File: src/rtl/brf_pkg.sv
`default_nettype none
// ----------------------------------------------------------------------------
// brf_pkg
// Shared constants, codes and types of the byte ring FIFO with peek.
// ----------------------------------------------------------------------------
package brf_pkg;

    // Default storage depth and burst cap.
    localparam int DEPTH_DEF     = 128;
    localparam int MAX_BURST_DEF = 64;

    // Field widths of the stream items and the register.
    localparam int DATA_W   = 8;
    localparam int OFFS_W   = 7;
    localparam int LEN_W    = 7;
    localparam int REQ_W    = 3;
    localparam int STAT_W   = 2;
    localparam int FILL_W   = 8;
    localparam int CAP_W    = 8;
    localparam int APB_W    = 32;
    localparam int PADDR_W  = 3;
    localparam int S_TDATA_W = 24;
    localparam int M_TDATA_W = 24;

    // Capacity register reset value and its word address.
    localparam logic [CAP_W-1:0] CAP_RESET     = 8'd128;
    localparam logic             ADDR_CAPACITY = 1'b0;

    // Request kinds.
    localparam logic [REQ_W-1:0] REQ_PUT      = 3'd0;
    localparam logic [REQ_W-1:0] REQ_GET      = 3'd1;
    localparam logic [REQ_W-1:0] REQ_PEEK     = 3'd2;
    localparam logic [REQ_W-1:0] REQ_BURST_RD = 3'd3;
    localparam logic [REQ_W-1:0] REQ_BW_OPEN  = 3'd4;
    localparam logic [REQ_W-1:0] REQ_BW_BYTE  = 3'd5;

    // Result status codes.
    localparam logic [STAT_W-1:0] STAT_OK       = 2'd0;
    localparam logic [STAT_W-1:0] STAT_FULL     = 2'd1;
    localparam logic [STAT_W-1:0] STAT_EMPTY    = 2'd2;
    localparam logic [STAT_W-1:0] STAT_NO_BURST = 2'd3;

    // Sequencer states.
    typedef enum logic [3:0] {
        ST_IDLE = 4'b0001,
        ST_HOLD = 4'b0010,
        ST_MOD  = 4'b0100,
        ST_READ = 4'b1000
    } state_t;

endpackage
`default_nettype wire

File: src/rtl/brf_ram.sv
`default_nettype none
// ----------------------------------------------------------------------------
// brf_ram
// Generic single-write, single-read RAM with a registered read port.
// ----------------------------------------------------------------------------
module brf_ram #(
    parameter int WIDTH = 8,
    parameter int DEPTH = 128
) (
    input  wire                      clk,
    input  wire                      we,
    input  wire [$clog2(DEPTH)-1:0]  waddr,
    input  wire [WIDTH-1:0]          wdata,
    input  wire                      re,
    input  wire [$clog2(DEPTH)-1:0]  raddr,
    output logic [WIDTH-1:0]         rdata
);

    logic [WIDTH-1:0] mem [DEPTH];

    // Write port.
    always_ff @(posedge clk)
    begin
        if (we)
        begin
            mem[waddr] <= wdata;
        end
    end

    // Registered read port; data holds while no read is issued.
    always_ff @(posedge clk)
    begin
        if (re)
        begin
            rdata <= mem[raddr];
        end
    end

endmodule
`default_nettype wire

File: src/rtl/brf_mod_unit.sv
`default_nettype none
// ----------------------------------------------------------------------------
// brf_mod_unit
// Iterative remainder unit: one restoring compare-and-subtract per cycle.
// ----------------------------------------------------------------------------
module brf_mod_unit #(
    parameter int XW = 8,
    parameter int CW = 8,
    parameter int PW = 7
) (
    input  wire            clk,
    input  wire            rst_n,
    input  wire            start,
    input  wire  [XW-1:0]  dividend,
    input  wire  [CW-1:0]  divisor,
    output logic           done,
    output logic [PW-1:0]  remainder
);

    localparam int DW = XW + CW;
    localparam int SW = $clog2(XW + 1);

    logic [XW-1:0] x_reg, x_next;
    logic [DW-1:0] d_reg, d_next;
    logic [SW-1:0] step_reg, step_next;
    logic          busy_reg, busy_next;
    logic          done_reg, done_next;

    // One remainder step per cycle, shifted divisor moves right.
    always_comb
    begin
        x_next    = x_reg;
        d_next    = d_reg;
        step_next = step_reg;
        busy_next = busy_reg;
        done_next = 1'b0;
        if (start)
        begin
            x_next    = dividend;
            d_next    = DW'(divisor) << (XW - 1);
            step_next = SW'(XW);
            busy_next = 1'b1;
        end
        else if (busy_reg)
        begin
            if (DW'(x_reg) >= d_reg)
            begin
                x_next = x_reg - XW'(d_reg);
            end
            d_next    = d_reg >> 1;
            step_next = step_reg - SW'(1);
            if (step_reg == SW'(1))
            begin
                busy_next = 1'b0;
                done_next = 1'b1;
            end
        end
    end

    always_ff @(posedge clk or negedge rst_n)
    begin
        if (!rst_n)
        begin
            busy_reg <= 1'b0;
            done_reg <= 1'b0;
            step_reg <= '0;
        end
        else
        begin
            busy_reg <= busy_next;
            done_reg <= done_next;
            step_reg <= step_next;
        end
    end

    always_ff @(posedge clk)
    begin
        x_reg <= x_next;
        d_reg <= d_next;
    end

    assign done      = done_reg;
    assign remainder = PW'(x_reg);

endmodule
`default_nettype wire

File: src/rtl/byte_ring_fifo_with_peek_unit.sv
`default_nettype none
// ----------------------------------------------------------------------------
// byte_ring_fifo_with_peek_unit
// Byte ring FIFO with put, get, peek, burst read and reserved burst write.
// ----------------------------------------------------------------------------
// Put, burst-write open, burst-write byte and unknown kinds: result is registered or held
//   while the output stalls; one request per cycle while results are taken.
// Get and burst read: first byte passes the state register, the RAM read register
//   and the output register, then one byte per cycle while results are taken; input
//   waits for the last byte. Peek: remainder steps, RAM read, then output register.
// Reset clears pointers, counts and per-slot valid marks; unwritten slots read zero.
module byte_ring_fifo_with_peek_unit #(
    parameter int DEPTH     = brf_pkg::DEPTH_DEF,
    parameter int MAX_BURST = brf_pkg::MAX_BURST_DEF
) (
    input  wire                              clk,
    input  wire                              rst_n,
    // APB configuration port
    input  wire                              psel,
    input  wire                              penable,
    input  wire                              pwrite,
    input  wire  [brf_pkg::PADDR_W-1:0]      paddr,
    input  wire  [brf_pkg::APB_W-1:0]        pwdata,
    output logic [brf_pkg::APB_W-1:0]        prdata,
    output logic                             pready,
    // Request stream
    input  wire                              s_axis_tvalid,
    output logic                             s_axis_tready,
    // data_in[7:0], offset[14:8], length[21:15], zero[23:22]
    input  wire  [brf_pkg::S_TDATA_W-1:0]    s_axis_tdata,
    // req_type[2:0]
    input  wire  [brf_pkg::REQ_W-1:0]        s_axis_tuser,
    // Result stream
    output logic                             m_axis_tvalid,
    input  wire                              m_axis_tready,
    // data_out[7:0], status[9:8], fill_level[17:10], zero[23:18]
    output logic [brf_pkg::M_TDATA_W-1:0]    m_axis_tdata,
    output logic                             m_axis_tlast
);
    import brf_pkg::*;

    localparam int PW  = $clog2(DEPTH);
    localparam int CW  = $clog2(DEPTH + 1);
    localparam int XW  = $clog2(DEPTH + 127);
    localparam int BLW = $clog2(MAX_BURST + 1);
    localparam int WW  = CW + 2;

    // Request fields.
    logic [DATA_W-1:0] in_data;
    logic [OFFS_W-1:0] in_offset;
    logic [LEN_W-1:0]  in_length;
    logic [REQ_W-1:0]  in_req;

    assign in_data   = s_axis_tdata[7:0];
    assign in_offset = s_axis_tdata[14:8];
    assign in_length = s_axis_tdata[21:15];
    assign in_req    = s_axis_tuser;

    // Control registers.
    state_t            state_reg, state_next;
    logic [CAP_W-1:0]  cap_reg, cap_next;
    logic [PW-1:0]     head_reg, head_next;
    logic [PW-1:0]     tail_reg, tail_next;
    logic [CW-1:0]     count_reg, count_next;
    logic [BLW-1:0]    bleft_reg, bleft_next;
    logic [BLW-1:0]    rem_reg, rem_next;
    logic              rd_pend_reg, rd_pend_next;
    logic              rd_last_reg, rd_last_next;
    logic [CW-1:0]     rd_fill_reg, rd_fill_next;
    logic              rd_ok_reg, rd_ok_next;
    logic [STAT_W-1:0] pend_stat_reg, pend_stat_next;
    logic [DEPTH-1:0]  valid_reg;

    // Output register.
    logic              m_valid_reg, m_valid_next;
    logic [DATA_W-1:0] m_data_reg, m_data_next;
    logic [STAT_W-1:0] m_stat_reg, m_stat_next;
    logic [FILL_W-1:0] m_fill_reg, m_fill_next;
    logic              m_last_reg, m_last_next;

    // RAM and remainder unit hookup.
    logic              ram_we;
    logic [PW-1:0]     ram_waddr;
    logic [DATA_W-1:0] ram_wdata;
    logic              ram_re;
    logic [PW-1:0]     ram_raddr;
    logic [DATA_W-1:0] ram_rdata;
    logic              mod_start;
    logic [XW-1:0]     mod_dividend;
    logic              mod_done;
    logic [PW-1:0]     mod_rem;

    logic [CW-1:0]     cap_eff;
    logic              slot_free;
    logic              in_fire;
    logic              cfg_wr;

    // Clamp the capacity register to 1..DEPTH.
    always_comb
    begin
        if (cap_reg == '0)
        begin
            cap_eff = CW'(1);
        end
        else if ((CAP_W + 1)'(cap_reg) > (CAP_W + 1)'(DEPTH))
        begin
            cap_eff = CW'(DEPTH);
        end
        else
        begin
            cap_eff = CW'(cap_reg);
        end
    end

    function automatic logic [PW-1:0] ring_inc(input logic [PW-1:0] p,
                                              input logic [CW-1:0] cap);
        logic [CW-1:0] p1;
        p1 = CW'(p) + CW'(1);
        return (p1 >= cap) ? '0 : PW'(p1);
    endfunction

    assign slot_free     = !m_valid_reg || m_axis_tready;
    assign s_axis_tready = (state_reg == ST_IDLE);
    assign in_fire       = s_axis_tvalid && s_axis_tready;
    assign cfg_wr        = psel && penable && pwrite && pready && (paddr[2] == ADDR_CAPACITY);
    assign mod_dividend  = XW'(head_reg) + XW'(in_offset);

    // Request sequencer.
    always_comb
    begin
        logic [BLW-1:0]    len_sat;
        logic              single;
        logic [STAT_W-1:0] sstat;
        logic              can_go;

        state_next     = state_reg;
        cap_next       = cap_reg;
        head_next      = head_reg;
        tail_next      = tail_reg;
        count_next     = count_reg;
        bleft_next     = bleft_reg;
        rem_next       = rem_reg;
        rd_pend_next   = rd_pend_reg;
        rd_last_next   = rd_last_reg;
        rd_fill_next   = rd_fill_reg;
        rd_ok_next     = rd_ok_reg;
        pend_stat_next = pend_stat_reg;
        m_data_next    = m_data_reg;
        m_stat_next    = m_stat_reg;
        m_fill_next    = m_fill_reg;
        m_last_next    = m_last_reg;
        m_valid_next   = m_valid_reg && !m_axis_tready;
        ram_we         = 1'b0;
        ram_waddr      = tail_reg;
        ram_wdata      = in_data;
        ram_re         = 1'b0;
        ram_raddr      = head_reg;
        mod_start      = 1'b0;
        single         = 1'b0;
        sstat          = STAT_OK;
        can_go         = !rd_pend_reg || slot_free;

        if (in_length > LEN_W'(MAX_BURST))
        begin
            len_sat = BLW'(MAX_BURST);
        end
        else
        begin
            len_sat = BLW'(in_length);
        end

        case (state_reg)
            ST_IDLE:
            begin
                if (in_fire)
                begin
                    case (in_req)
                        REQ_PUT:
                        begin
                            single = 1'b1;
                            if (count_reg >= cap_eff)
                            begin
                                sstat = STAT_FULL;
                            end
                            else
                            begin
                                ram_we     = 1'b1;
                                tail_next  = ring_inc(tail_reg, cap_eff);
                                count_next = count_reg + CW'(1);
                            end
                        end
                        REQ_GET:
                        begin
                            if (count_reg == '0)
                            begin
                                single = 1'b1;
                                sstat  = STAT_EMPTY;
                            end
                            else
                            begin
                                rem_next   = BLW'(1);
                                state_next = ST_READ;
                            end
                        end
                        REQ_PEEK:
                        begin
                            mod_start  = 1'b1;
                            state_next = ST_MOD;
                        end
                        REQ_BURST_RD:
                        begin
                            if (count_reg == '0)
                            begin
                                single = 1'b1;
                                sstat  = STAT_EMPTY;
                            end
                            else if (len_sat == '0)
                            begin
                                single = 1'b1;
                            end
                            else
                            begin
                                if (WW'(len_sat) < WW'(count_reg))
                                begin
                                    rem_next = len_sat;
                                end
                                else
                                begin
                                    rem_next = BLW'(count_reg);
                                end
                                state_next = ST_READ;
                            end
                        end
                        REQ_BW_OPEN:
                        begin
                            single = 1'b1;
                            if (count_reg > cap_eff ||
                                WW'(len_sat) > WW'(cap_eff) - WW'(count_reg))
                            begin
                                bleft_next = '0;
                                sstat      = STAT_FULL;
                            end
                            else
                            begin
                                bleft_next = len_sat;
                            end
                        end
                        REQ_BW_BYTE:
                        begin
                            single = 1'b1;
                            if (bleft_reg == '0)
                            begin
                                sstat = STAT_NO_BURST;
                            end
                            else
                            begin
                                bleft_next = bleft_reg - BLW'(1);
                                if (count_reg >= cap_eff)
                                begin
                                    sstat = STAT_FULL;
                                end
                                else
                                begin
                                    ram_we     = 1'b1;
                                    tail_next  = ring_inc(tail_reg, cap_eff);
                                    count_next = count_reg + CW'(1);
                                end
                            end
                        end
                        default:
                        begin
                            single = 1'b1;
                        end
                    endcase

                    // Single results go straight out or wait in the hold slot.
                    if (single)
                    begin
                        if (slot_free)
                        begin
                            m_valid_next = 1'b1;
                            m_data_next  = '0;
                            m_stat_next  = sstat;
                            m_fill_next  = FILL_W'(count_next);
                            m_last_next  = 1'b1;
                        end
                        else
                        begin
                            pend_stat_next = sstat;
                            state_next     = ST_HOLD;
                        end
                    end
                end
            end
            ST_HOLD:
            begin
                if (slot_free)
                begin
                    m_valid_next = 1'b1;
                    m_data_next  = '0;
                    m_stat_next  = pend_stat_reg;
                    m_fill_next  = FILL_W'(count_reg);
                    m_last_next  = 1'b1;
                    state_next   = ST_IDLE;
                end
            end
            ST_MOD:
            begin
                // Peek reads the computed slot without popping.
                if (mod_done)
                begin
                    ram_re       = 1'b1;
                    ram_raddr    = mod_rem;
                    rd_ok_next   = valid_reg[mod_rem];
                    rd_pend_next = 1'b1;
                    rd_last_next = 1'b1;
                    rd_fill_next = count_reg;
                    rem_next     = '0;
                    state_next   = ST_READ;
                end
            end
            ST_READ:
            begin
                // Hand the byte in the RAM output register to the output stage.
                if (rd_pend_reg && slot_free)
                begin
                    m_valid_next = 1'b1;
                    m_data_next  = rd_ok_reg ? ram_rdata : '0;
                    m_stat_next  = STAT_OK;
                    m_fill_next  = FILL_W'(rd_fill_reg);
                    m_last_next  = rd_last_reg;
                end
                // Pop the next byte, or finish once the last one is out.
                if (can_go)
                begin
                    if (rem_reg != '0)
                    begin
                        ram_re       = 1'b1;
                        ram_raddr    = head_reg;
                        rd_ok_next   = valid_reg[head_reg];
                        head_next    = ring_inc(head_reg, cap_eff);
                        count_next   = count_reg - CW'(1);
                        rem_next     = rem_reg - BLW'(1);
                        rd_pend_next = 1'b1;
                        rd_last_next = (rem_reg == BLW'(1));
                        rd_fill_next = count_reg - CW'(1);
                    end
                    else
                    begin
                        rd_pend_next = 1'b0;
                        state_next   = ST_IDLE;
                    end
                end
            end
            default:
            begin
                state_next = ST_IDLE;
            end
        endcase

        // Capacity write restarts the ring; stored bytes stay.
        if (cfg_wr)
        begin
            cap_next   = pwdata[CAP_W-1:0];
            head_next  = '0;
            tail_next  = '0;
            count_next = '0;
            bleft_next = '0;
        end
    end

    // Control state.
    always_ff @(posedge clk or negedge rst_n)
    begin
        if (!rst_n)
        begin
            state_reg   <= ST_IDLE;
            cap_reg     <= CAP_RESET;
            head_reg    <= '0;
            tail_reg    <= '0;
            count_reg   <= '0;
            bleft_reg   <= '0;
            rem_reg     <= '0;
            rd_pend_reg <= 1'b0;
            m_valid_reg <= 1'b0;
        end
        else
        begin
            state_reg   <= state_next;
            cap_reg     <= cap_next;
            head_reg    <= head_next;
            tail_reg    <= tail_next;
            count_reg   <= count_next;
            bleft_reg   <= bleft_next;
            rem_reg     <= rem_next;
            rd_pend_reg <= rd_pend_next;
            m_valid_reg <= m_valid_next;
        end
    end

    // Per-slot written marks; an unwritten slot reads as zero.
    always_ff @(posedge clk or negedge rst_n)
    begin
        if (!rst_n)
        begin
            valid_reg <= '0;
        end
        else if (ram_we)
        begin
            valid_reg[ram_waddr] <= 1'b1;
        end
    end

    // Payload registers.
    always_ff @(posedge clk)
    begin
        rd_last_reg   <= rd_last_next;
        rd_fill_reg   <= rd_fill_next;
        rd_ok_reg     <= rd_ok_next;
        pend_stat_reg <= pend_stat_next;
        m_data_reg    <= m_data_next;
        m_stat_reg    <= m_stat_next;
        m_fill_reg    <= m_fill_next;
        m_last_reg    <= m_last_next;
    end

    brf_ram #(
        .WIDTH (DATA_W),
        .DEPTH (DEPTH)
    ) u_store (
        .clk   (clk),
        .we    (ram_we),
        .waddr (ram_waddr),
        .wdata (ram_wdata),
        .re    (ram_re),
        .raddr (ram_raddr),
        .rdata (ram_rdata)
    );

    brf_mod_unit #(
        .XW (XW),
        .CW (CW),
        .PW (PW)
    ) u_mod (
        .clk       (clk),
        .rst_n     (rst_n),
        .start     (mod_start),
        .dividend  (mod_dividend),
        .divisor   (cap_eff),
        .done      (mod_done),
        .remainder (mod_rem)
    );

    // Ports.
    assign pready        = 1'b1;
    assign prdata        = APB_W'(cap_reg);
    assign m_axis_tvalid = m_valid_reg;
    assign m_axis_tdata  = {6'b0, m_fill_reg, m_stat_reg, m_data_reg};
    assign m_axis_tlast  = m_last_reg;

endmodule
`default_nettype wire

File: config.mk
export PLATFORM = sky130hd
export DESIGN_NAME = byte_ring_fifo_with_peek_unit
export DESIGN_NICKNAME = d
export VERILOG_FILES = /design/src/rtl/brf_pkg.sv /design/src/rtl/brf_ram.sv /design/src/rtl/brf_mod_unit.sv /design/src/rtl/byte_ring_fifo_with_peek_unit.sv
export SDC_FILE = /design/constraint.sdc
export NUM_CORES = 2
export LEC_CHECK = 0
export ABC_AREA = 1
export BUFFER_PORTS_ARGS = -buffer_cell sky130_fd_sc_hd__buf_2
export CAP_MARGIN = 20
export CORE_AREA = 2 2 275 548
export CTS_CLUSTER_SIZE = 30
export DETAILED_ROUTE_END_ITERATION = 6
export DIE_AREA = 0 0 277 550
export HOLD_SLACK_MARGIN = 0.1
export PLACE_DENSITY_LB_ADDON = 0.3
export SLEW_MARGIN = 5
export SYNTH_ARGS = -nofsm -noshare
export SYNTH_HDL_FRONTEND = slang
export SYNTH_SLANG_ARGS = --single-unit
File: constraint.sdc
create_clock -name clk -period 4.4 [get_ports clk]
set_input_delay 0 -clock clk [delete_from_list [all_inputs] [get_ports clk]]
set_output_delay 0 -clock clk [all_outputs]
set_load 0.01 [all_outputs]
==> flow_metrics.tcl <==
set metrics [dict create \
    worstSetupStartpointType "flop" \
    route.detailed.drc 4 \
    r2r-end "u_store.mem[29][1]$_DFFE_PP_" \
    relative_contribution_of_the_clock_network_to_total_power_pct 26.5 \
    fin_crit_ns 4.01 \
    buffer_ports.inserted 69 \
    grt_overflow 0 \
    layout-drive-gt1-share_pct 9.19 \
    vias 44700 \
    synth.yosys.warnings 0 \
    rows 200 \
    crit_required_ns 4.76 \
    hold-worst-slack_ns 0.315 \
    largest_net_degree_at_the_start_of_global_routing 173 \
    area_growth_syn_to_layout_pct 12.1 \
    postSynthCellCount 5975 \
    timing.critical_path.depth 19 \
    stage_delay_of_the_slowest_cell_on_the_critical_path_ns 0.58 \
    violations "design-rule violations" \
    max-vdd-ir-drop_uv 571 \
    synth_edf_count 1079 \
    routed_wl_um 191000 \
    post-synth-top-area-cell "edfxtp_1" \
    r2r-start "cap_reg[1]$_DFFE_PN0P_" \
    grt_util_all_layers_pct 24.6 \
    cellPowerDensity_nw_per_um2 554 \
    detailedPlace.worstSlack_ns 0.355 \
    clk-insertion-delay-late_ns 0.74 \
    timing.hold.worst.class "in2reg" \
    max_cap_viol_count 0 \
    worst-path-max-fanout 21 \
    final_net_count 6208 \
    cts-root-to-sink-buffers 3 \
    slew_headroom_pct 32.0 \
    synth.yosys.seq_area_share_pct 61.6 \
    start_util_pct 40.7 \
    tritoncts.num_buffers 105 \
    crit_path_top_delay_cell "nor2_1" \
    setup_slack_ns 0.392 \
    worstPathCellList "nor4_1 -> nand4_1 -> inv_1 -> nor2_1 -> inv_1 -> nand2_1 -> inv_1 -> ha_1 -> inv_1 -> nor3_2 -> nand3_1 -> nand3_1 -> nand2_2 -> inv_2 -> nand2_2 -> nor2_4 -> buf_12 -> nand2_2 -> nor2_1" \
    layout.cells.most_common_list "nand3_1, edfxtp_1, nand2_1" \
    timing.critical_path.from "cap_reg[1]$_DFFE_PN0P_" \
    register_to_register_setup_slack_ns 0.39 \
    synth_top_family_by_area "simple AND/OR/NAND/NOR gates" \
    ios 129 \
    yosysTopAreaCellShare_pct 53.7 \
    antenna_found_initial 2 \
    setup_total_negative_slack_ns 0 \
    rsz0062_at_grt "no" \
    design.core.area_um2 148000 \
    cp.arrival_ns 4.37 \
    worst_slew_pin_slew_ns 1.02 \
    synth_simple_gate_area_share_pct 24.3 \
    initialDrtViolationCount 4212 \
    fp.dieArea_um2 152000 \
    critical_path_class "reg2reg" \
    ff2ff_path_depth 19 \
    p_int_uw 22900 \
    path_clk_slew_ns 0.07 \
    comb_power_share_pct 36.2 \
    crit_path_max_delay_family "simple AND/OR/NAND/NOR gates" \
    hpwl_um 120000 \
    final-setup-viol-count 0 \
    p_sw_uw 14500 \
    synth-async-reset-ratio_pct 14.5 \
    syn_avg_cell_area_um2 10.1 \
    synth-xor-area-share_pct 0.320 \
    antenna_left 0 \
    h-tree-depth 3 \
    die_boundary_height_um 550 \
    post_synth_instance_area_um2 60300 \
    avgRoutedWirePerCell_um 23.6 \
    yosys-mux-area-fraction_pct 0.0166 \
    leakage_power_total_uw 0.0274 \
    grt_first_pass_wirelength_um 279000 \
    synth_top_flop_cell "edfxtp_1" \
    fin_crit_sh_pct 91.1 \
    number_of_pins_exceeding_their_max_slew_limit_in_the_final_report 0 \
    report.final.hold_viol_count 0 \
    seq_power_share_pct 37.3 \
    post_synth_num_cell_types 57 \
    switch_share_pct 38.8 \
    synth_area_leaders "edfxtp_1, nand3_1, dfrtp_1" \
    cts_sinks 1270 \
    synth_compound_area_share_pct 4.41 \
    timing.critical_path.buf_inv 6 \
    worstSetupEndpoint "u_store.mem[29][1]$_DFFE_PP_" \
    critical_path.endpoint_type "flop" \
    tritoncts_clock_tree "done" \
    run_status "complete, but fails checks" \
    maxClockFrequency_mhz 249 \
    yosys_register_bits 1270 \
    gpl.final_weighted_congestion 0.947 \
    n_fill_cell 13800 \
    floorplan.die.width_um 277 \
    first_pass_iters 7 \
    cts.root.buffer_cell "clkbuf_16" \
    final_common_cell "nand3_1" \
    synthAdderAreaFrac_pct 1.39 \
    critical_path.most_common_cell "inv_1" \
    drt-vias-per-instance 5.52 \
    grt_pass1_vias 44300 \
    largest_register_ff_count 1024 \
    finClkSkew_ns 0.0482 \
]
layout make-up:
type                       count  area (um2)  share of cell area [%]
antenna                        1        2.50                 0.00370
timing repair buffer         358        3120                    4.61
clock buffer                 140        2900                    4.29
clock inverter                60         704                    1.04
inverter                     732        2760                    4.08
sequential                  1270       37200                    55.0
multi-input combinational   3607       18500                    27.4
tap                         1919        2400                    3.55
stage by stage:
stage               power (uW)  instances  utilization, %  cell area (um2)
global route             39100       8087            45.6            67600
CTS                      37400       8086            45.6            67600
floorplan                22900       6004               -            60400
detailed placement       27500       7814            42.7            63200
global placement         27400       7814            42.7            63200
finish                   37500       8087            45.6            67600
worst min path at each step:
stage,startpoint,to,slack (ns),cells after the start
2_1_floorplan,rst_n,bleft_reg[0]$_DFFE_PN0P_,-0.30,0
3_3_place_gp,rst_n,bleft_reg[4]$_DFFE_PN0P_,0.20,1
3_5_place_dp,rst_n,bleft_reg[4]$_DFFE_PN0P_,0.20,1
4_1_cts,s_axis_tdata[21],bleft_reg[6]$_DFFE_PN0P_,0.25,6
5_1_grt,s_axis_tuser[2],pend_stat_reg[0]$_DFFE_PP_,0.33,4
6_report,s_axis_tdata[21],bleft_reg[6]$_DFFE_PN0P_,0.31,6
synth_stat cells (all sizes together) (4+ instances only):
cell type  instances
o21ai            261
or2               68
edfxtp          1079
clkbuf            88
a22o               7
dfrtp            182
nand2           1014
inv              728
o22ai              4
clkinv             4
nand3           1192
ha                62
buf              307
nand3b           393
xnor2              5
xor2              17
nor4               4
a31oi              4
nor3              17
nand4              9
nor2             299
dfxtp              7
o211ai            47
a21oi            145
power groups by stage:
stage	Combinational [uW]	Clock, uW	Sequential [uW]
global placement	13200	0	14200
finish	13600	9920	14000
global route	14700	10400	14000
CTS	13400	10000	14000
floorplan	8760	0	14100
detailed placement	13300	0	14200
repair_timing:
action / CTS / global route
setup endpoints to repair: 0 / 7
gates resized for setup: 0 / 1
hold buffers: 72 / 0
endpoints found under the hold margin: 549 / 0
setup buffers: 0 / 0
per-layer routing:
metal,track usage (%),part of all wire (%),vias to the layer above
li1,-,-,20500
met1,25.7,35,21800
met2,44.4,51,1779
met3,3.22,5.4,601
met4,19.6,8.8,0
met5,0,0,-
worst register-to-register path, stage by stage, from the launching register on:
cell,delay (ns)
dfrtp_1,0.42
nor4_1,0.31
nand4_1,0.15
inv_1,0.08
nor2_1,0.06
inv_1,0.08
nand2_1,0.15
inv_1,0.15
ha_1,0.13
inv_1,0.06
nor3_2,0.23
nand3_1,0.10
nand3_1,0.17
nand2_2,0.14
inv_2,0.11
nand2_2,0.08
nor2_4,0.12
buf_12,0.26
nand2_2,0.26
nor2_1,0.59
logic make-up (layout without fill, tap and decap cells):
group                      after synthesis  after routing
AOI/OAI and AO/OA                      486            486
xor gates and xnor gates                22             22
adders and majority gates               65             65
buffers and inverters                 1127           1290
DFF                                   1270           1270
muxes                                    1              1
other                                    2             32
and+or+nand+nor                       3002           3002
(Power assumes the default switching activity.)
